File: config.mk
export PLATFORM = sky130hd
export DESIGN_NAME = svm_front_flat
export DESIGN_NICKNAME = d
export VERILOG_FILES = /design/src/rtl/assert_macros.svh /design/src/rtl/svm_pkg.sv /design/src/rtl/svm_intf.sv /design/src/rtl/svm_front.sv /design/src/flat_wrapper.sv
export SDC_FILE = /design/constraint.sdc
export NUM_CORES = 1
export LEC_CHECK = 0
export BUFFER_PORTS_ARGS = -buffer_cell sky130_fd_sc_hd__buf_4
export CORE_ASPECT_RATIO = 0.7
export CORE_MARGIN = 5
export CORE_UTILIZATION = 61
export DETAILED_ROUTE_END_ITERATION = 16
export PLACE_DENSITY = 0.81
export SYNTH_ARGS = -nofsm -noshare
export SYNTH_HDL_FRONTEND = slang
export SYNTH_SLANG_ARGS = --single-unit
File: constraint.sdc
create_clock -name vclk -period 14.1
set_clock_uncertainty 0.05 [all_clocks]
set_input_delay 2.82 -clock vclk [all_inputs]
set_output_delay 2.82 -clock vclk [all_outputs]
set_load 0.01 [all_outputs]
File: src/rtl/assert_macros.svh
// Assertion macros shared by the mixer RTL.
`ifndef ASSERT_MACROS_SVH
`define ASSERT_MACROS_SVH

// Same-cycle implication, disabled while reset is asserted.
`define SVM_ASSERT_IMPL(lbl, clk, rst_n, ante, cons) \
	lbl: assert property (@(posedge clk) disable iff (!rst_n) (ante) |-> (cons)) \
		else $error("same-cycle check failed");

// Next-cycle implication, disabled while reset is asserted.
`define SVM_ASSERT_NEXT(lbl, clk, rst_n, ante, cons) \
	lbl: assert property (@(posedge clk) disable iff (!rst_n) (ante) |=> (cons)) \
		else $error("next-cycle check failed");

`endif

File: src/rtl/svm_pkg.sv
// Shared types, widths and constants of the stereo voice mix accumulator.
package svm_pkg;

	localparam int SLOT_W       = 9;
	localparam int SAMPLE_W     = 16;
	localparam int VOL_W        = 9;
	localparam int OUT_W        = 16;
	localparam int ACC_W        = 32;
	localparam int ADD_W        = 17;
	localparam int PROD_W       = ACC_W + VOL_W + 1;
	localparam int PAINT_SIZE_DEF = 512;
	localparam int QUEUE_DEPTH  = 4;

	localparam int CFG_IDX_W    = 2;
	localparam int CFG_DATA_W   = 9;

	localparam logic [CFG_IDX_W-1:0] REG_MASTER_VOLUME = 2'd0;
	localparam logic [CFG_IDX_W-1:0] REG_SWAP_STEREO   = 2'd1;
	localparam logic [CFG_IDX_W-1:0] REG_OUTPUT_BYTES  = 2'd2;
	localparam logic [CFG_IDX_W-1:0] REG_MONO_OUTPUT   = 2'd3;

	localparam logic [VOL_W-1:0] MASTER_RESET = 9'd179;

	localparam logic OP_MIX   = 1'b0;
	localparam logic OP_DRAIN = 1'b1;

	localparam logic [7:0] BYTE_GAIN_CAP  = 8'd255;
	localparam logic [7:0] BYTE_GAIN_MASK = 8'hf8;
	localparam logic [7:0] BYTE_BIAS      = 8'h80;

	localparam int SAT_HI = 32767;
	localparam int SAT_LO = -32768;
	localparam logic [OUT_W-1:0] SAT_MAX = 16'h7fff;
	localparam logic [OUT_W-1:0] SAT_MIN = 16'h8000;

	typedef struct packed {
		logic [VOL_W-1:0] master_volume;
		logic             swap_stereo;
		logic             output_bytes;
		logic             mono_output;
	} svm_cfg_t;

	// One classified item on its way from the front end to the back end.
	typedef struct packed {
		logic                    op;
		logic signed [ADD_W-1:0] add_l;
		logic signed [ADD_W-1:0] add_r;
	} svm_work_t;

endpackage

File: src/rtl/svm_intf.sv
// Channel interfaces of the mixer: item input, result output, register writes.
interface svm_in_if;
	logic                                 valid;
	logic                                 ready;
	logic                                 op;
	logic [svm_pkg::SLOT_W-1:0]           slot;
	logic signed [svm_pkg::SAMPLE_W-1:0]  sample;
	logic                                 sample_is_byte;
	logic [svm_pkg::VOL_W-1:0]            left_volume;
	logic [svm_pkg::VOL_W-1:0]            right_volume;

	modport source (output valid, op, slot, sample, sample_is_byte, left_volume,
		right_volume, input ready);
	modport sink (input valid, op, slot, sample, sample_is_byte, left_volume,
		right_volume, output ready);
endinterface


File: src/rtl/svm_front.sv
// Front end: accepts items, folds the slot index and forms the voice addends.
module svm_front #(
	parameter int PAINT_SIZE = svm_pkg::PAINT_SIZE_DEF
) (
	svm_in_if.sink                         mix_in,
	input  logic                           q_full,
	input  logic                           clearing,
	output logic                           push,
	output svm_pkg::svm_work_t             push_work,
	output logic [$clog2(PAINT_SIZE)-1:0]  push_idx
);
	import svm_pkg::*;

	localparam int IDX_W = $clog2(PAINT_SIZE);
	localparam int MUL_A_W = ADD_W;
	localparam int MUL_B_W = VOL_W + 1;
	localparam int MUL_P_W = MUL_A_W + MUL_B_W;

	// Slot modulo the buffer size by shifted compare and subtract steps.
	function automatic logic [SLOT_W-1:0] slot_fold(input logic [SLOT_W-1:0] s);
		logic [SLOT_W-1:0] r;
		r = s;
		for (int k = SLOT_W - 1; k >= 0; k--) begin
			if ((PAINT_SIZE << k) < (1 << SLOT_W)) begin
				if (r >= SLOT_W'(PAINT_SIZE << k)) begin
					r = r - SLOT_W'(PAINT_SIZE << k);
				end
			end
		end
		return r;
	endfunction

	function automatic logic [7:0] byte_gain(input logic [VOL_W-1:0] vol);
		logic [7:0] g;
		g = (vol > VOL_W'(BYTE_GAIN_CAP)) ? BYTE_GAIN_CAP : vol[7:0];
		return g & BYTE_GAIN_MASK;
	endfunction

	logic signed [MUL_A_W-1:0] mul_a;
	logic signed [MUL_B_W-1:0] mul_bl;
	logic signed [MUL_B_W-1:0] mul_br;
	logic signed [MUL_P_W-1:0] prod_l;
	logic signed [MUL_P_W-1:0] prod_r;

	assign mix_in.ready = !q_full && !clearing;
	assign push = mix_in.valid && mix_in.ready;
	assign push_idx = IDX_W'(slot_fold(mix_in.slot));

	// Byte and word samples share one multiplier per channel.
	always_comb begin
		if (mix_in.sample_is_byte) begin
			mul_a  = MUL_A_W'($signed(mix_in.sample[7:0]));
			mul_bl = $signed({2'b00, byte_gain(mix_in.left_volume)});
			mul_br = $signed({2'b00, byte_gain(mix_in.right_volume)});
		end else begin
			mul_a  = MUL_A_W'(mix_in.sample);
			mul_bl = $signed({1'b0, mix_in.left_volume});
			mul_br = $signed({1'b0, mix_in.right_volume});
		end
		prod_l = mul_a * mul_bl;
		prod_r = mul_a * mul_br;

		push_work.op = mix_in.op;
		if (mix_in.sample_is_byte) begin
			push_work.add_l = prod_l[ADD_W-1:0];
			push_work.add_r = prod_r[ADD_W-1:0];
		end else begin
			push_work.add_l = prod_l[ADD_W+7:8];
			push_work.add_r = prod_r[ADD_W+7:8];
		end
	end
endmodule

File: src/flat_wrapper.sv
// flat-port wrapper written by rule: the top's interface ports become plain ports
module svm_front_flat import svm_pkg::*;
#(
	parameter int PAINT_SIZE = svm_pkg::PAINT_SIZE_DEF
)
  (q_full, clearing, push, push_work, push_idx, mix_in_valid, mix_in_op, mix_in_slot, mix_in_sample, mix_in_sample_is_byte, mix_in_left_volume, mix_in_right_volume, mix_in_ready);
  svm_in_if mix_in_i ();
  input  logic q_full;
  input  logic clearing;
  output logic push;
  output svm_pkg::svm_work_t push_work;
  output logic [$clog2(PAINT_SIZE)-1:0] push_idx;
  input wire logic [$bits(mix_in_i.valid)-1:0] mix_in_valid;
  input wire logic [$bits(mix_in_i.op)-1:0] mix_in_op;
  input wire logic [$bits(mix_in_i.slot)-1:0] mix_in_slot;
  input wire logic [$bits(mix_in_i.sample)-1:0] mix_in_sample;
  input wire logic [$bits(mix_in_i.sample_is_byte)-1:0] mix_in_sample_is_byte;
  input wire logic [$bits(mix_in_i.left_volume)-1:0] mix_in_left_volume;
  input wire logic [$bits(mix_in_i.right_volume)-1:0] mix_in_right_volume;
  output wire logic [$bits(mix_in_i.ready)-1:0] mix_in_ready;
  assign mix_in_i.valid = mix_in_valid;
  assign mix_in_i.op = mix_in_op;
  assign mix_in_i.slot = mix_in_slot;
  assign mix_in_i.sample = mix_in_sample;
  assign mix_in_i.sample_is_byte = mix_in_sample_is_byte;
  assign mix_in_i.left_volume = mix_in_left_volume;
  assign mix_in_i.right_volume = mix_in_right_volume;
  assign mix_in_ready = mix_in_i.ready;
  svm_front #(.PAINT_SIZE(PAINT_SIZE)) u_core (.mix_in(mix_in_i), .q_full(q_full), .clearing(clearing), .push(push), .push_work(push_work), .push_idx(push_idx));
endmodule
==> results by group, run 1 <==
Run status
  – Status: finished, final reports clean

Clock tree
  – # resized after CTS: 0
  – Post CTS Setup Buffer Count: 0
  – Hold-fix buffers, CTS: 0

Drt
  – First-pass detailed-route iteration total: 5
  – Detail Route Antenna Nets: 0
  – DRC Markers: 0
  – Initial DRC count: approximately 630
  – Final WL: around 26000 µm
  – Wirelength per Cell: 16.3 µm
  – Via count: between 8000 and 9000
  – Vias per inst: about 5.5

Critical path
  – Critical path's largest stage delay: 690 ps
  – WP data required: 11230 ps
  – Slowest cell on crit path: inv_1
  – Nature of the critical path startpoint: input pin
  – CP Max Fanout: 66
  – CP Cell Sequence: buf_4 > inv_1 > a21oi_1 > nor2_1 > fa_1 > fa_1 > fa_1 > fa_1 > inv_1 > fa_1 > inv_1 > ha_1 > a21o_1 > a21o_1 > a221oi_1 > a31oi_1 > or3_1 > a31oi_1 > xor2_1 > mux2_2 > buf_4
  – Crit end category: output pin
  – CP dominant cell by count: fa_1
  – Kind of critical path: input pin to output pin
  – CP arrival: 9860 ps

Place
  – Post-DP HPWL: ~22000 µm
  – Input/output buffers: 74
  – Placer Congestion: ~0.91
  – Placed cell count: 1580

Min path
  – Min-delay src: mix_in_slot[2]
  – Min-Delay Path Class: input pin to output pin
  – WHS Endpoint: push_idx[2]
  – Hold path cells: 0

Timing
  – Final Critical Period: roughly 13000 ps
  – Slew Viols, Final: 0
  – Setup TNS: 0 ps
  – Final setup fails: 0
  – Actual slew at the worst max-slew pin: 1110 ps
  – Achievable Freq: 0.0786 GHz
  – Part of the cycle the worst path needs: 90.3%
  – Fin. Hold Viols: 0
  – Slew headroom: 25.9%
  – Unrepaired setup endpoints after global routing: false

Job
  – Max-cap violations: 0

Yosys
  – Synth top area share: between 40 and 50%
  – Synth Warn #: 0
  – Synth area leader: fa_1
  – Post-Synthesis Cell Area: 11000 µm²
  – Synthesized area per cell: 8.32 µm²
  – Synth area leaders: fa_1 (43%), ha_1 (12%), inv_1 (10%)
  – Register area share after synthesis: 0%
  – Synth cell types: between 50 and 60
  – Mapped Cells: ~1300
  – Syn nets: 1717

Floorplanning
  – Initial core utilization: around three fifths
  – Chip Height: 122 µm
  – I/O pin cnt: 94
  – Core outline area: 17900 µm²
  – Die area: 20900 µm²
  – Die X: about 170 µm
  – Row cnt: 41

GRT
  – GRT Overall Usage: 25.7%
  – Gr ovfl total: 0
  – Initial antenna violation count: 0
  – First-pass GRT wire length: 43900 µm
  – Largest net degree at the start of global routing: 67
  – Vias in the first global route: 9081

Finish
  – Fin nets: between 1500 and 2000
  – Register area: 0 µm²
  – Sequential cells: 0
  – Clk_buf instances: 0
  – Fin cells: 1580
  – Layout fillers: 1544
  – Ant. Diodes: 0
  – Area grow syn2layout: 5.68%
  – Ratio of cells with drive above 1 in the final layout: 7.96%

Pwr
  – Maximum VDD drop: 0.278 mV
  – Lkg Pwr: 6.42 nW
  – Total chip power: 0.00296 W
  – PwrDens: 255 nW/µm²
==> area by class of cell <==
| cell class | count | area [µm²] | share of cell area (%) |
|---|---|---|---|
| Tap cell | 236 | 295 | 2.54 |
| Inverter | 300 | 1130 | 9.68 |
| Timing Repair Buffer | 80 | 601 | 5.16 |
| Multi-Input combinational cell | 964 | 9610 | 82.6 |
==> critical path: cells and delay by family <==
kind            cells  cell delay (ps)
buf+inv             5             1470
simple gates        2              540
compound gates      6             1720
fa+ha+maj           6             2880
xor+xnor            1              100
mux                 1              290
==> layout by cell type (no fill, tap or decap), types with 3 or more instances in the layout <==
cell      count
nor2b_1      52
nor2_1       56
buf_4        80
nor3_1        5
a21oi_1      46
a31oi_1       5
and4_1        4
nand2b_1     11
xnor2_1      29
a21o_2        3
nand2_1     193
inv_1       300
a21o_1       24
and2_1       59
fa_1        238
ha_1        108
a211oi_1     14
nand3_1       8
nand4_1       3
o21ai_0      30
xor2_1       22
mux2_2        6
or2_2         5
o21bai_1      3
==> worst max path at each step <==
stage                               start            end  slack, ps  cells after the start
global route        mix_in_sample_is_byte  push_work[33]       1060                     21
finish              mix_in_sample_is_byte  push_work[33]       1370                     21
CTS                 mix_in_sample_is_byte  push_work[33]       1450                     21
detailed placement  mix_in_sample_is_byte  push_work[33]       1480                     21
floorplan           mix_in_sample_is_byte  push_work[33]       2540                     23
global placement    mix_in_sample_is_byte  push_work[33]       1640                     21
==> per-layer routing <==
layer	part of all wire (%)	up-vias	track usage [%]	wire [µm]
met5	0	-	0	0
met4	0.81	0	2.14	208
met3	9.6	33	4.44	2480
met2	46	362	41.7	11700
met1	44	4343	38.2	11300
li1	-	4021	-	-
==> per-stage QoR <==
step | util [%] | instance area, µm² | hold slack (ps) | setup WS [ps]
floorplan | - | 11000 | 5640 | 2540
global placement | 65.2 | 11600 | 5590 | 1640
detailed placement | 65.2 | 11600 | 5590 | 1480
CTS | 65.2 | 11600 | 5590 | 1450
global route | 65.2 | 11600 | 5590 | 1060
finish | 65.2 | 11600 | 5590 | 1370
==> cells in the mapped netlist, types with 2 or more instances <==
| library cell | instances |
|---|---|
| inv_1 | 300 |
| fa_1 | 238 |
| nand2_1 | 193 |
| ha_1 | 108 |
| and2_1 | 59 |
| nor2_1 | 56 |
| nor2b_1 | 53 |
| a21oi_1 | 46 |
| clkbuf_1 | 40 |
| o21ai_0 | 30 |
| xnor2_1 | 29 |
| a21o_1 | 24 |
| xor2_1 | 22 |
| a211oi_1 | 14 |
| nand2b_1 | 11 |
| buf_4 | 10 |
| nand3_1 | 8 |
| buf_1 | 6 |
| mux2_2 | 6 |
| a31oi_1 | 5 |
| nor3_1 | 5 |
| or2_2 | 5 |
| and4_1 | 4 |
| a21o_2 | 3 |
| nand4_1 | 3 |
| o21bai_1 | 3 |
| a2111oi_4 | 2 |
| and3_1 | 2 |
| nor4b_1 | 2 |
| o211ai_1 | 2 |
| o21ai_1 | 2 |
| o22ai_1 | 2 |
| o31a_1 | 2 |
| o31ai_1 | 2 |
| or3_1 | 2 |
==> report_power, final <==
group          switching [W]  internal [W]
clock network              0             0
logic                0.00166       0.00130
registers                  0             0
total                0.00166       0.00130
==> cell families (layout without fill, tap and decap cells) <==
group	Yosys count	count (layout)	share of synthesized area, %
buffers and inverters	359	380	12.7
XOR/XNOR	51	51	4.06
AO/OA/AOI/OAI	150	150	9.21
multiplexers	6	6	0.614
AND/OR/NAND/NOR	411	411	17.8
adder cells (fa/ha/maj)	346	346	55.6
(Power assumes the default switching activity.)
==> run 2, diff against run 1 <==
--- a/config.mk
+++ b/config.mk
@@ -5,6 +5,7 @@
 export SDC_FILE = /design/constraint.sdc
 export NUM_CORES = 1
 export LEC_CHECK = 0
+export ABC_AREA = 1
 export BUFFER_PORTS_ARGS = -buffer_cell sky130_fd_sc_hd__buf_4
 export CORE_ASPECT_RATIO = 0.7
 export CORE_MARGIN = 5
==> run 2 against run 1 <==
Against the previous run: worst hold slack stayed put; first-iteration DRC count is 96% higher; core utilization is 0.26 points lower; sequential share of layout area stayed put; critical path type unchanged; non-clock buffer count is 4 lower; flip-flop and latch count stayed put.
==> results by group, run 2 <==
Yosys
  – Synth top area share: 39.4% (was 43.3%)
  – Synth area leaders: fa_1 (39%), nand2_1 (16%), inv_1 (14%) (was fa_1 (43%), ha_1 (12%), inv_1 (10%))
  – Synth cell count leaders: nand2_1 (503), inv_1 (454), fa_1 (238) (was inv_1 (300), fa_1 (238), nand2_1 (193))
  – Synthesized area per cell: 6.79 µm² (was 8.32 µm²)
  – Post-Synthesis Cell Area: 12100 µm² (was 11000 µm²)
  – Synth area leader: fa_1 (unchanged)
  – Top-count cell post-synth: nand2_1 (was inv_1)
  – Register area share after synthesis: 0% (unchanged)
  – Synth cell types: 36 (was 59)
  – Syn nets: 2174 (was 1717)
  – Mapped Cells: 1780 (was 1323)
  – Synth Warn #: 0 (unchanged)

Timing
  – Part of the cycle the worst path needs: 83.3% (was 90.3%)
  – Final setup fails: 0 (unchanged)
  – Actual slew at the worst max-slew pin: 988 ps (was 1110 ps)
  – Final Critical Period: 11740 ps (was 12730 ps)
  – Slew Viols, Final: 0 (unchanged)
  – Achievable Freq: 0.0852 GHz (was 0.0786 GHz)
  – Setup TNS: 0 ps (unchanged)
  – Unrepaired setup endpoints after global routing: false (unchanged)
  – Slew headroom: 33.4% (was 25.9%)
  – Fin. Hold Viols: 0 (unchanged)

Place
  – Input/output buffers: 74 (unchanged)
  – Placer Congestion: 1.00 (was 0.914)
  – Post-DP HPWL: 30600 µm (was 21700 µm)

Min path
  – Min-Delay Path Class: input pin to output pin (unchanged)

Finish
  – Register area: 0 µm² (unchanged)
  – Sequential cells: 0 (unchanged)
  – Final core utilization: 64.9% (was 65.2%)
  – Fin nets: 2204 (was 1740)
  – Area grow syn2layout: 5.40% (was 5.68%)
  – Most frequent cells in the layout: nand2_1 (503), inv_1 (454), fa_1 (238), nor2_1 (170), ha_1 (108) (was inv_1 (300), fa_1 (238), nand2_1 (193), ha_1 (108), buf_4 (80))
  – Ant. Diodes: 0 (unchanged)
  – Layout fillers: 1834 (was 1544)
  – Ratio of cells with drive above 1 in the final layout: 7.19% (was 7.96%)
  – Clk_buf instances: 0 (unchanged)
  – Commonest non-fill, non-tap cell in the layout: nand2_1 (was inv_1)

Critical path
  – Nature of the critical path startpoint: input pin (unchanged)
  – Kind of critical path: input pin to output pin (unchanged)
  – CP arrival: 8870 ps (was 9860 ps)
  – CP Max Fanout: 54 (was 66)
  – Crit end category: output pin (unchanged)
  – WP data required: 11230 ps (about the same)

Run status
  – Status: finished, final reports clean (unchanged)

GRT
  – First-pass GRT wire length: 58400 µm (was 43900 µm)
  – Vias in the first global route: 11061 (was 9081)
  – Top Usage Layer GRT: met1 (was met2)
  – GRT Overall Usage: 32.3% (was 25.7%)
  – GR Util met3: 9.08% (was 4.44%)
  – Gr ovfl total: 0 (unchanged)
  – Initial antenna violation count: 0 (unchanged)
  – GR Util met1: 53.0% (was 38.2%)
  – Largest net degree at the start of global routing: 55 (was 67)
  – Met2 global-route usage: 43.4% (was 41.7%)

Clock tree
  – Post CTS Setup Buffer Count: 0 (unchanged)
  – # resized after CTS: 0 (unchanged)
  – Hold-fix buffers, CTS: 0 (unchanged)

Floorplanning
  – Die area: 22800 µm² (was 20900 µm²)
  – Die X: 178 µm (was 171 µm)
  – Initial core utilization: 61.6% (was 61.7%)
  – I/O pin cnt: 94 (unchanged)
  – Chip Height: 128 µm (was 122 µm)
  – Row cnt: 43 (was 41)
  – Core outline area: 19600 µm² (was 17900 µm²)

Drt
  – DRC Markers: 0 (unchanged)
  – Wirelength per Cell: 17.1 µm (was 16.3 µm)
  – Final WL: 35500 µm (was 25700 µm)
  – Detail Route Antenna Nets: 0 (unchanged)
  – Initial DRC count: 1232 (was 628)
  – Vias per inst: 5.48 (was 5.54)
  – First-pass detailed-route iteration total: 6 (was 5)
  – Via count: 11387 (was 8759)

Job
  – Max-cap violations: 0 (unchanged)
-- run 2: changes by cell type after synthesis, moves of 29 or more --
cell      previous run  this run
inv_1              300       454
nor2_1              56       170
clkbuf_1            40        11
nand2_1            193       503
nand3_1              8        88
nor2b_1             53         0
and2_1              59         0
-- run 2: cells by family (layout without fill, tap and decap cells) --
kind of cell | Yosys count | in the layout | share of synthesized area (%)
xor+xnor | 11 | 11 | 0.797
buf+inv | 519 | 547 | 16.8
simple gates | 838 | 838 | 28.9
compound gates | 66 | 66 | 2.92
fa+ha+maj | 346 | 346 | 50.6
-- run 2: layout make-up --
type	count	area (µm²)	share of cell area [%]
tap	270	338	2.65
multi-input combinational	1261	10100	78.9
inverter	471	1780	14.0
timing repair buffer	76	571	4.48
-- run 2: worst max-delay path, cell delays in order --
cell and delay [ps]:
buf_4 280, inv_8 360, nand2_1 290, inv_1 500, nand2_1 160, fa_1 540, inv_1 50, fa_1 500
inv_1 50, fa_1 540, inv_1 50, fa_1 470, inv_1 50, fa_1 480, inv_1 50, ha_1 420
nand2_1 110, nand2_1 130, nand2_1 110, nand3_1 100, a21oi_1 230, clkinv_1 90, nand2_1 80, nand3_1 100
nand2_1 130, buf_4 120
-- run 2: per-layer routing --
| metal | part of all wire, % | up-vias |
|---|---|---|
| met2 | 39 | 615 |
| li1 | - | 5226 |
| met1 | 47 | 5489 |
| met5 | 0 | - |
| met4 | 1.5 | 0 |
| met3 | 13 | 57 |
-- run 2: path summary, 6_finish.rpt --
| path | start | end | slack [ps] | cells past startpoint |
|---|---|---|---|---|
| hold / removal | mix_in_slot[1] | push_idx[1] | 5590 | 0 |
| setup / recovery | mix_in_sample_is_byte | push_work[28] | 2360 | 26 |
-- run 2: metrics by stage --
stage,worst slack [ps],hold slack [ps],cell area (µm²),cells
floorplan,3800,5630,12100,1780
global placement,2530,5590,12700,2078
CTS,2500,5590,12700,2078
global route,1960,5590,12700,2078
detailed placement,2530,5590,12700,2078
finish,2360,5590,12700,2078
Power of run 2 is not shown: default switching activity piles up to over one toggle a cycle in this logic, so the estimate is an artifact.
