`src/rtl/assert_macros.svh`:
```
// Assertion macros shared by the mixer RTL.
`ifndef ASSERT_MACROS_SVH
`define ASSERT_MACROS_SVH

// Same-cycle implication, disabled while reset is asserted.
`define SVM_ASSERT_IMPL(lbl, clk, rst_n, ante, cons) \
	lbl: assert property (@(posedge clk) disable iff (!rst_n) (ante) |-> (cons)) \
		else $error("same-cycle check failed");

// Next-cycle implication, disabled while reset is asserted.
`define SVM_ASSERT_NEXT(lbl, clk, rst_n, ante, cons) \
	lbl: assert property (@(posedge clk) disable iff (!rst_n) (ante) |=> (cons)) \
		else $error("next-cycle check failed");

`endif

```
`src/rtl/svm_pkg.sv`:
```
// Shared types, widths and constants of the stereo voice mix accumulator.
package svm_pkg;

	localparam int SLOT_W       = 9;
	localparam int SAMPLE_W     = 16;
	localparam int VOL_W        = 9;
	localparam int OUT_W        = 16;
	localparam int ACC_W        = 32;
	localparam int ADD_W        = 17;
	localparam int PROD_W       = ACC_W + VOL_W + 1;
	localparam int PAINT_SIZE_DEF = 512;
	localparam int QUEUE_DEPTH  = 4;

	localparam int CFG_IDX_W    = 2;
	localparam int CFG_DATA_W   = 9;

	localparam logic [CFG_IDX_W-1:0] REG_MASTER_VOLUME = 2'd0;
	localparam logic [CFG_IDX_W-1:0] REG_SWAP_STEREO   = 2'd1;
	localparam logic [CFG_IDX_W-1:0] REG_OUTPUT_BYTES  = 2'd2;
	localparam logic [CFG_IDX_W-1:0] REG_MONO_OUTPUT   = 2'd3;

	localparam logic [VOL_W-1:0] MASTER_RESET = 9'd179;

	localparam logic OP_MIX   = 1'b0;
	localparam logic OP_DRAIN = 1'b1;

	localparam logic [7:0] BYTE_GAIN_CAP  = 8'd255;
	localparam logic [7:0] BYTE_GAIN_MASK = 8'hf8;
	localparam logic [7:0] BYTE_BIAS      = 8'h80;

	localparam int SAT_HI = 32767;
	localparam int SAT_LO = -32768;
	localparam logic [OUT_W-1:0] SAT_MAX = 16'h7fff;
	localparam logic [OUT_W-1:0] SAT_MIN = 16'h8000;

	typedef struct packed {
		logic [VOL_W-1:0] master_volume;
		logic             swap_stereo;
		logic             output_bytes;
		logic             mono_output;
	} svm_cfg_t;

	// One classified item on its way from the front end to the back end.
	typedef struct packed {
		logic                    op;
		logic signed [ADD_W-1:0] add_l;
		logic signed [ADD_W-1:0] add_r;
	} svm_work_t;

endpackage

```
`src/rtl/svm_queue.sv`:
```
// Small FIFO between the front end and the back end.
module svm_queue #(
	parameter int WIDTH = 35,
	parameter int DEPTH = svm_pkg::QUEUE_DEPTH
) (
	input  logic             clk,
	input  logic             arst_n,
	input  logic             push,
	input  logic [WIDTH-1:0] push_data,
	input  logic             pop,
	output logic [WIDTH-1:0] pop_data,
	output logic             empty,
	output logic             full
);
	localparam int PTR_W = $clog2(DEPTH);
	localparam int CNT_W = PTR_W + 1;

	logic [WIDTH-1:0] entry_q [DEPTH];
	logic [PTR_W-1:0] wr_ptr_q;
	logic [PTR_W-1:0] rd_ptr_q;
	logic [CNT_W-1:0] count_q;

	assign empty = (count_q == '0);
	assign full = (count_q == CNT_W'(DEPTH));
	assign pop_data = entry_q[rd_ptr_q];

	always_ff @(posedge clk or negedge arst_n) begin
		if (!arst_n) begin
			wr_ptr_q <= '0;
			rd_ptr_q <= '0;
			count_q <= '0;
		end else begin
			if (push) begin
				wr_ptr_q <= wr_ptr_q + PTR_W'(1);
			end
			if (pop) begin
				rd_ptr_q <= rd_ptr_q + PTR_W'(1);
			end
			if (push && !pop) begin
				count_q <= count_q + CNT_W'(1);
			end else if (pop && !push) begin
				count_q <= count_q - CNT_W'(1);
			end
		end
	end

	always_ff @(posedge clk) begin
		if (push) begin
			entry_q[wr_ptr_q] <= push_data;
		end
	end
endmodule

```
`config.mk`:
```
export PLATFORM = sky130hd
export DESIGN_NAME = svm_queue
export DESIGN_NICKNAME = d
export VERILOG_FILES = /design/src/rtl/assert_macros.svh /design/src/rtl/svm_pkg.sv /design/src/rtl/svm_queue.sv
export SDC_FILE = /design/constraint.sdc
export NUM_CORES = 1
export LEC_CHECK = 0
export BUFFER_PORTS_ARGS = -buffer_cell sky130_fd_sc_hd__buf_2
export CAP_MARGIN = 20
export CELL_PAD_IN_SITES_DETAIL_PLACEMENT = 0
export CELL_PAD_IN_SITES_GLOBAL_PLACEMENT = 1
export CORE_UTILIZATION = 40
export CTS_BUF_LIST = sky130_fd_sc_hd__clkbuf_4 sky130_fd_sc_hd__clkbuf_8
export CTS_CLUSTER_SIZE = 40
export DETAILED_ROUTE_END_ITERATION = 8
export GPL_ROUTABILITY_DRIVEN = 0
export PLACE_DENSITY = 0.71
export SETUP_SLACK_MARGIN = 0.3
export SYNTH_ARGS = -nofsm -noshare
export SYNTH_HDL_FRONTEND = slang
export SYNTH_SLANG_ARGS = --single-unit
```
`constraint.sdc`:
```
create_clock -name clk -period 4 [get_ports clk]
set_clock_uncertainty 0.15 [all_clocks]
set_input_delay 0.2 -clock clk [delete_from_list [all_inputs] [get_ports clk]]
set_output_delay 0.2 -clock clk [all_outputs]
set_load 0.005 [all_outputs]
```
==> flow_summary.yaml, run 1 <==
final_layout:
  diodes: 0
  drive_above_1_share_pct: 39.78
  nNetsFinal: 389
  area_growth_pct: 25.16
drt:
  antenna_left: 0
  drtIter0Drc: 162
  vias: 2540
  routed_via_density: 4.765
  drt-wirelength-per-cell_um: 17.39
  wirelength_um: 9270
  drc: 0
  drt-pass1-iter-count: 4
synth:
  synth_nets: 262
  ys_seq_elements: 147
  postSynthCellCount: 217
  synth_top_area_share_pct: 76.43
  synth_area_leaders: "edfxtp_1 (76%), mux4_2 (11%), mux4_1 (3.3%)"
  netlist_area_sq_mm: 0.005500
  postSynthAreaPerCell_sq_um: 25.35
  ys_seq_area_share_pct: 79.62
  ys_warn_count: 0
  yosysUniqueCellTypes: 19
  yosysTopAreaCell: "edfxtp_1"
critical_path:
  cp-start-kind: "register"
  end_kind: "output pin"
  crit_fanout: 16
  crit_family: "multiplexers"
  required_ns: 3.65
  critPathBufInv: 2
  rrSetupSlack_ns: 2.00
  crit_slowest_cell: "mux4_1"
  max_stage_delay_ns: 0.60
  cp_cell_sequence: "buf_4 -> mux4_1 -> buf_2"
  crit_type: "reg -> out"
  arrival_ns: 2.13
run_status:
  status: "completed"
die:
  ioPinCount: 76
  die_w_um: 119.3
  initial_core_util_pct: 41.21
  rows: 42
  die-area_sq_mm: 0.01422
  core_sq_mm: 0.01335
  die_height_um: 119.3
sta:
  fin_crit_sh_pct: 61.97
  tns_ns: 0
  worst_pin_slew_ns: 0.9914
  relSlewSlack_pct: 33.90
  hold_viol_final: 0
  setup_violations: 0
  period_minus_slack_ns: 2.479
  fmax_ghz: 0.4034
  rsz0062_at_grt: "false"
  drv_slew: 0
global_route:
  grt-ovfl-total: 0
  grt_max_degree: 37
  grt_usage_pct: 14.38
  grt_pass1_wl_um: 14540
  grt_pass1_vias: 2688
  antenna_found_initial: 0
clock_tree:
  clk_latency_ns: 0.43
  cts_sinks: 147
  cts_buffers: 17
  clock_path_buffers: 2
  cts-hold-fix-buffers: 39
  clk_pin_slew_ns: 0.08
  cts_root_buf: "clkbuf_8"
  h-tree-depth: 4
  postCtsSetupBuffers: 0
  cts_resized: 0
  cts_tree: "yes"
power_and_ir_drop:
  p_leak_nw: 2.437
  p_total_mw: 4.659
  max-vdd-ir-drop_uv: 284.3
  power_density_mw_per_mm2: 676.7
job:
  cap_violations: 0
placement:
  hpwl_um: 5303
  port_buffers: 75
worst_hold_path:
  hold_path_class: "reg -> reg"
-- report_power, final --
| group | switching (mW) | internal, mW |
|---|---|---|
| combinational | 0.507 | 0.614 |
| clock | 0.510 | 0.818 |
| sequential | 0.185 | 2.02 |
-- per-layer routing --
layer | vias to the layer above | wire (um) | global-route usage (%)
met5 | - | 0 | 0
met4 | 0 | 133 | 6.646
met3 | 9 | 457 | 4.454
met2 | 73 | 4508 | 22.46
met1 | 1290 | 4170 | 18.44
li1 | 1168 | - | -
-- kinds of logic (layout without fill, tap and decap cells) --
| family | count (synthesis) | in the layout | share of synthesized area [%] |
|---|---|---|---|
| flops | 147 | 147 | 79.62 |
| mux | 36 | 36 | 15.01 |
| buf+inv | 12 | 152 | 1.934 |
| simple gates | 9 | 9 | 0.8870 |
| fa+ha+maj | 6 | 6 | 1.501 |
| xor+xnor | 6 | 6 | 0.9554 |
| compound gates | 1 | 1 | 0.09090 |
-- synth_stat cells --
master	instances
buf_2	4
o21ai_0	1
nor2_1	1
xor2_1	4
mux4_1	7
nor3_1	1
ha_1	5
mux2_2	1
nand2_1	2
buf_12	3
nor3b_1	1
xnor2_1	2
and2_1	4
mux4_2	28
edfxtp_1	140
dfrtp_1	7
fa_1	1
inv_1	4
buf_6	1
-- layout make-up --
class | instances | area, sq um
tap | 176 | 220.2
clock buffer | 20 | 256.5
timing repair buffer | 116 | 780.7
multi-input combinational | 58 | 1020
inverter | 4 | 15.01
fill | 1078 | 6464
sequential | 147 | 4382
clock inverter | 12 | 210.2
-- flip-flops by register name, summed over array words and instances, names as in the netlist --
name	cells
rd_ptr_q	2
count_q	3
wr_ptr_q	2
entry_q	140
-- final timing paths --
check                            startpoint              to  depth (start not counted)
worst max register to register  wr_ptr_q[1]  entry_q[1][12]                          3
min in group asynchronous            arst_n      count_q[2]                          3
worst max-delay path            rd_ptr_q[0]    pop_data[31]                          3
max in group asynchronous            arst_n     rd_ptr_q[1]                          3
worst min register to register   count_q[2]      count_q[2]                          1
worst min-delay path             count_q[2]      count_q[2]                          1
-- stage by stage --
stage / utilization [%] / setup WS [ns] / hold WS [ns] / cells / instance area [sq um]
2_1_floorplan: - / 1.983 / -0.2456 / 217 / 5500
3_3_place_gp: 45.15 / 1.915 / -0.1036 / 462 / 6027
3_5_place_dp: 45.15 / 1.916 / -0.1035 / 462 / 6027
4_1_cts: 51.57 / 1.426 / 0.3316 / 533 / 6884
5_1_grt: 51.57 / 1.358 / 0.3484 / 533 / 6884
6_report: 51.57 / 1.521 / 0.3402 / 533 / 6884
-- placed cells by master (no fill, tap or decap), drive strengths merged --
cell type    count
edfxtp         140
buf             77
dlygate4sd3     39
mux4            35
clkbuf          20
dfrtp            7
bufinv           6
ha               5
clkinv           5
inv              4
and2             4
xor2             4
xnor2            2
nand2            2
nor3b            1
nor3             1
mux2             1
o21ai            1
nor2             1
fa               1
clkinvlp         1
(Power assumes the default switching activity.)
==> run 2: changes to the inputs <==
--- a/config.mk
+++ b/config.mk
@@ -14,7 +14,7 @@
 export CTS_CLUSTER_SIZE = 40
 export DETAILED_ROUTE_END_ITERATION = 8
 export GPL_ROUTABILITY_DRIVEN = 0
-export PLACE_DENSITY = 0.71
+export PLACE_DENSITY = 0.74
 export SETUP_SLACK_MARGIN = 0.3
 export SYNTH_ARGS = -nofsm -noshare
 export SYNTH_HDL_FRONTEND = slang
==> constraint.sdc (replaced) <==
create_clock -name clk -period 2.06 [get_ports clk]
set_clock_uncertainty 0.15 [all_clocks]
set_input_delay 0.103 -clock clk [delete_from_list [all_inputs] [get_ports clk]]
set_output_delay 0.103 -clock clk [all_outputs]
set_load 0.005 [all_outputs]
==> run 2 against run 1 <==
  * Critical path depth stayed put
  * Die area stayed put
  * Core utilization is 0.25 points higher
  * Critical endpoint is now pop_data[3]
==> flow_summary.yaml, run 2 (same netlist as run 1, synthesis figures left out) <==
run_status:
  status: "completed"
critical_path:
  end_kind: "output pin"
  ff2ff_path_depth: 4
  crit_fanout: 15
  r2r_start: "count_q[0]"
  arrival_ns: 1.79
  crit_slowest_cell: "mux4_2"
  cp_cell_sequence: "buf_12 -> mux4_2 -> buf_2"
  cp-start-kind: "register"
  reg2reg_to: "count_q[2]"
  rrSetupSlack_ns: 0.52
  required_ns: 1.81
  max_stage_delay_ns: 0.52
  crit_type: "reg -> out"
drt:
  drt-pass1-iter-count: 4
  vias: 2572
  antenna_left: 0
  drtIter0Drc: 199
  drc: 0
  wirelength_um: 9193
  drt-wirelength-per-cell_um: 16.96
  routed_via_density: 4.745
power_and_ir_drop:
  max-vdd-ir-drop_uv: 783.0
  p_total_mw: 8.739
  power_density_mw_per_mm2: 1263
  p_leak_nw: 2.440
clock_tree:
  clk_latency_ns: 0.43
  cts_sinks: 147
  cts_root_buf: "clkbuf_8"
  cts_tree: "yes"
  cts_buffers: 17
  h-tree-depth: 4
  clock_path_buffers: 2
  clk_pin_slew_ns: 0.07
global_route:
  antenna_found_initial: 0
  grt_pass1_wl_um: 14420
  grt_max_degree: 36
  grt_usage_pct: 14.19
  grt_pass1_vias: 2721
  grt-ovfl-total: 0
worst_hold_path:
  hp-start: "push_data[26]"
  hold_path_class: "in -> reg"
  holdPathStages: 2
  holdPathEnd: "entry_q[2][26]"
final_layout:
  multi_input_area_sq_mm: 0.001005
  finalCoreUtilization_pct: 51.83
  nNetsFinal: 398
  area_growth_pct: 25.77
  mostFrequentLayoutCells: "edfxtp_1 (140), buf_2 (73), dlygate4sd3_1 (39), mux4_2 (32), clkbuf_8 (17)"
  regMostFlops: "entry_q"
  final_cells: 542
  final_common_cell: "edfxtp_1"
  seq_area_sq_mm: 0.004384
  reg_top3: "entry_q x140, count_q x3"
  fillers: 1117
  largest_register_ffs: 140
  drive_above_1_share_pct: 41.80
  diodes: 0
sta:
  setup_violations: 0
  fmax_ghz: 0.4898
  whs_ns: 0.2651
  rsz0062_at_grt: "true"
  relSlewSlack_pct: 76.68
  hold_viol_final: 0
  worst_pin_slew_ns: 0.3487
  period_minus_slack_ns: 2.042
  tns_ns: 0
  drv_slew: 0
  fin_crit_sh_pct: 99.11
die:
  core_sq_mm: 0.01335
  rows: 42
  ioPinCount: 76
  die_height_um: 119.3
  die-area_sq_mm: 0.01422
  die_w_um: 119.3
  initial_core_util_pct: 41.21
placement:
  port_buffers: 75
  dp_cells: 468
  hpwl_um: 5397
job:
  cap_violations: 0
==> run 2: critical path, delay by kind of cell (launching register included) <==
family | cells | cell delay, ns
buffers and inverters | 2 | 0.34
multiplexers | 1 | 0.52
flip-flops | 1 | 0.49
==> run 2: layout make-up <==
cell class              count  area share (%)
clock buffers              18           3.491
clock inverters            14           1.736
inverters                   4          0.2170
multi-input cells          58           14.52
flip-flops and latches    147           63.37
well taps                 176           3.183
repair buffers            125           13.47
==> run 2: how the worst max path moves through the flow <==
stage | from | endpoint | slack [ns]
global route | rd_ptr_q[0] | pop_data[27] | -0.07
detailed placement | rd_ptr_q[0] | pop_data[20] | 0.29
global placement | rd_ptr_q[0] | pop_data[20] | 0.31
finish | rd_ptr_q[0] | pop_data[3] | 0.02
CTS | rd_ptr_q[0] | pop_data[30] | -0.05
floorplan | wr_ptr_q[0] | entry_q[2][0] | 0.41
==> run 2: timing repair <==
item	CTS	global route
gates resized for setup	4	3
endpoints found under the hold margin	152	0
setup endpoints to repair	35	36
hold buffers	39	0
buffers inserted	3	0
==> run 2: stage by stage <==
stage          setup slack [ns]  area [sq um]
6_report                0.01828          6918
4_1_cts                -0.04744          6913
3_3_place_gp             0.3074          6147
2_1_floorplan            0.4088          5505
5_1_grt                -0.07050          6918
3_5_place_dp             0.2852          6147
==> run 2: power breakdown <==
group	switching, mW	internal (mW)	total (mW)
Combinational	1.20	1.40	2.60
Sequential	0.184	3.92	4.11
Clock	0.978	1.06	2.03
Total	2.36	6.38	8.74
==> run 2: layer usage <==
metal / vias to the layer above / share of wire, % / track usage (%)
met3: 13 / 5.2 / 5.268
met4: 0 / 1.1 / 5.854
met1: 1312 / 44 / 17.39
li1: 1180 / - / -
met2: 67 / 50 / 22.67
met5: - / 0 / 0
==> run 3: changes to the inputs <==
--- a/config.mk
+++ b/config.mk
@@ -9,12 +9,13 @@
 export CAP_MARGIN = 20
 export CELL_PAD_IN_SITES_DETAIL_PLACEMENT = 0
 export CELL_PAD_IN_SITES_GLOBAL_PLACEMENT = 1
-export CORE_UTILIZATION = 40
+export CORE_MARGIN = 8
+export CORE_UTILIZATION = 47
 export CTS_BUF_LIST = sky130_fd_sc_hd__clkbuf_4 sky130_fd_sc_hd__clkbuf_8
 export CTS_CLUSTER_SIZE = 40
 export DETAILED_ROUTE_END_ITERATION = 8
 export GPL_ROUTABILITY_DRIVEN = 0
-export PLACE_DENSITY = 0.74
+export PLACE_DENSITY = 0.84
 export SETUP_SLACK_MARGIN = 0.3
 export SYNTH_ARGS = -nofsm -noshare
 export SYNTH_HDL_FRONTEND = slang
==> run 3 against run 2 <==
  * The run now ends with negative setup slack left
  * Worst hold slack worse by 0.0050 ns
  * Core utilization up 9.3 points
  * Via count up 2.8%
  * Critical path type unchanged
  * Clock power up 9.9%
  * Largest cell class unchanged
  * Count of clock-buffer cells in the layout up 7
==> flow_summary.yaml, run 3 (same netlist as run 1, synthesis figures left out) <==
power_and_ir_drop:
  power_frac_comb_pct: 30.6
  p_sw_mw: 2.384
  p_total_mw: 9.152
  power_density_mw_per_mm2: 1311
  p_int_mw: 6.768
  p_leak_nw: 2.511
  max-vdd-ir-drop_uv: 817.2
  p_clk_share_pct: 24.3
  sequentialPowerShare_pct: 45.1
  swShare_pct: 26.05
sta:
  whs_ns: 0.2601
  setup_ws_ns: -0.0002572
  period_minus_slack_ns: 2.060
  rsz0062_at_grt: "true"
  relSlewSlack_pct: 77.49
  setup_violations: 1
  fmax_ghz: 0.4854
  drv_slew: 0
  tns_ns: -0.0002572
  fin_crit_sh_pct: 100.0
  worst_pin_slew_ns: 0.3366
  hold_viol_final: 0
final_layout:
  mostFrequentLayoutCells: "edfxtp_1 (140), buf_2 (70), dlygate4sd3_1 (39), mux4_2 (33), clkbuf_8 (17)"
  regMostFlops: "entry_q"
  area_growth_pct: 26.93
  final_cells: 516
  drive_above_1_share_pct: 44.09
  seq_area_sq_mm: 0.004384
  largest_register_ffs: 140
  nNetsFinal: 405
  reg_top3: "entry_q x140, count_q x3"
  fillers: 831
  multi_input_area_sq_mm: 0.001001
  final_common_cell: "edfxtp_1"
placement:
  dp_slack_ns: 0.3164
  dp_cells: 439
  port_buffers: 75
  hpwl_um: 6016
job:
  cap_violations: 0
critical_path:
  crit_slowest_cell: "mux4_2"
  max_stage_delay_ns: 0.50
  crit_type: "reg -> out"
  arrival_ns: 1.81
  required_ns: 1.81
  end_kind: "output pin"
  cp-start-kind: "register"
  crit_fanout: 7
  cp_cell_sequence: "buf_12 -> buf_16 -> mux4_2 -> buf_2"
run_status:
  violations: "negative setup slack"
  status: "complete, but fails checks"
clock_tree:
  clk_pin_slew_ns: 0.07
  cts_tree: "yes"
  clk_latency_ns: 0.43
  cts_root_buf: "clkbuf_8"
  cts_buffers: 17
  h-tree-depth: 4
  cts_sinks: 147
  clock_path_buffers: 2
global_route:
  grt_max_degree: 22
  grt_pass1_wl_um: 14980
  grt-ovfl-total: 0
  grt_usage_pct: 13.74
  antenna_found_initial: 1
  grt_pass1_vias: 2863
die:
  core_sq_mm: 0.01142
  die_w_um: 124.2
  die-area_sq_mm: 0.01542
  ioPinCount: 76
  die_height_um: 124.2
  rows: 39
  initial_core_util_pct: 48.17
drt:
  wirelength_um: 9672
  drtIter0Drc: 149
  antenna_left: 0
  vias: 2644
  routed_via_density: 5.124
  drt-wirelength-per-cell_um: 18.74
  drt-pass1-iter-count: 4
  drc: 0
worst_hold_path:
  hold_path_class: "in -> reg"
==> run 3: cell count changes in the layout (fill, tap and decap cells not counted), moves of 2 or more <==
cell,change
buf_6,+3
buf_4,+7
clkinv_1,-4
buf_12,-3
buf_2,-3
clkbuf_4,+7
buf_8,+2
clkinvlp_4,-2
clkinv_2,-3
==> run 3: worst paths after layout <==
check | slack, ns | cells after the start | to | from
worst max-delay path | -0.0003 | 4 | pop_data[20] | rd_ptr_q[0]
worst min register to register | 0.35 | 1 | count_q[2] | count_q[2]
worst min-delay path | 0.26 | 2 | entry_q[1][32] | push_data[32]
worst max register to register | 0.46 | 4 | entry_q[0][29] | wr_ptr_q[0]
min in group asynchronous | 0.48 | 3 | count_q[1] | arst_n
max in group asynchronous | 1.00 | 3 | rd_ptr_q[1] | arst_n
==> run 3: what timing repair did <==
action / CTS / global route
cloned: 1 / 0
hold buffers: 39 / 0
resized for setup: 18 / 1
buffers inserted: 5 / 0
setup endpoints to repair: 35 / 36
endpoints found under the hold margin: 152 / 0
==> run 3: cell type report <==
class / instances / share of cell area, %
flip-flops and latches: 147 / 62.80
multi-input cells: 58 / 14.34
repair buffers: 132 / 14.34
clock buffers: 25 / 4.211
well taps: 143 / 2.563
clock inverters: 6 / 1.505
inverters: 4 / 0.2151
diodes: 1 / 0.03584
==> run 3: metrics by stage <==
stage               cell area, sq um  utilization, %
finish                          6982           61.14
global route                    6982           61.14
CTS                             6977           61.10
detailed placement              6073           53.19
global placement                6073           53.19
floorplan                       5505               -
==> run 3: layer usage <==
layer  up-vias  track usage (%)  part of all wire (%)  wire, um
met2        67            22.47                    52      4984
li1       1195                -                     -         -
met3        18            5.032                   6.0       583
met1      1364            15.89                    40      3912
met4         0            6.394                   2.0       192
met5         -                0                     0         0
==> run 3: power by group through the flow <==
stage / clock [mW] / combinational, mW / sequential, mW
4_1_cts: 2.29 / 2.89 / 4.13
3_5_place_dp: 0 / 2.44 / 4.23
6_report: 2.23 / 2.80 / 4.12
5_1_grt: 2.40 / 3.08 / 4.18
2_1_floorplan: 0 / 1.65 / 4.09
3_3_place_gp: 0 / 2.44 / 4.19
==> run 3: worst max-delay path: cells and delay by family, from the launching register on <==
kind | cells | cell delay [ns]
buffers and inverters | 3 | 0.40
flip-flops | 1 | 0.46
multiplexers | 1 | 0.50
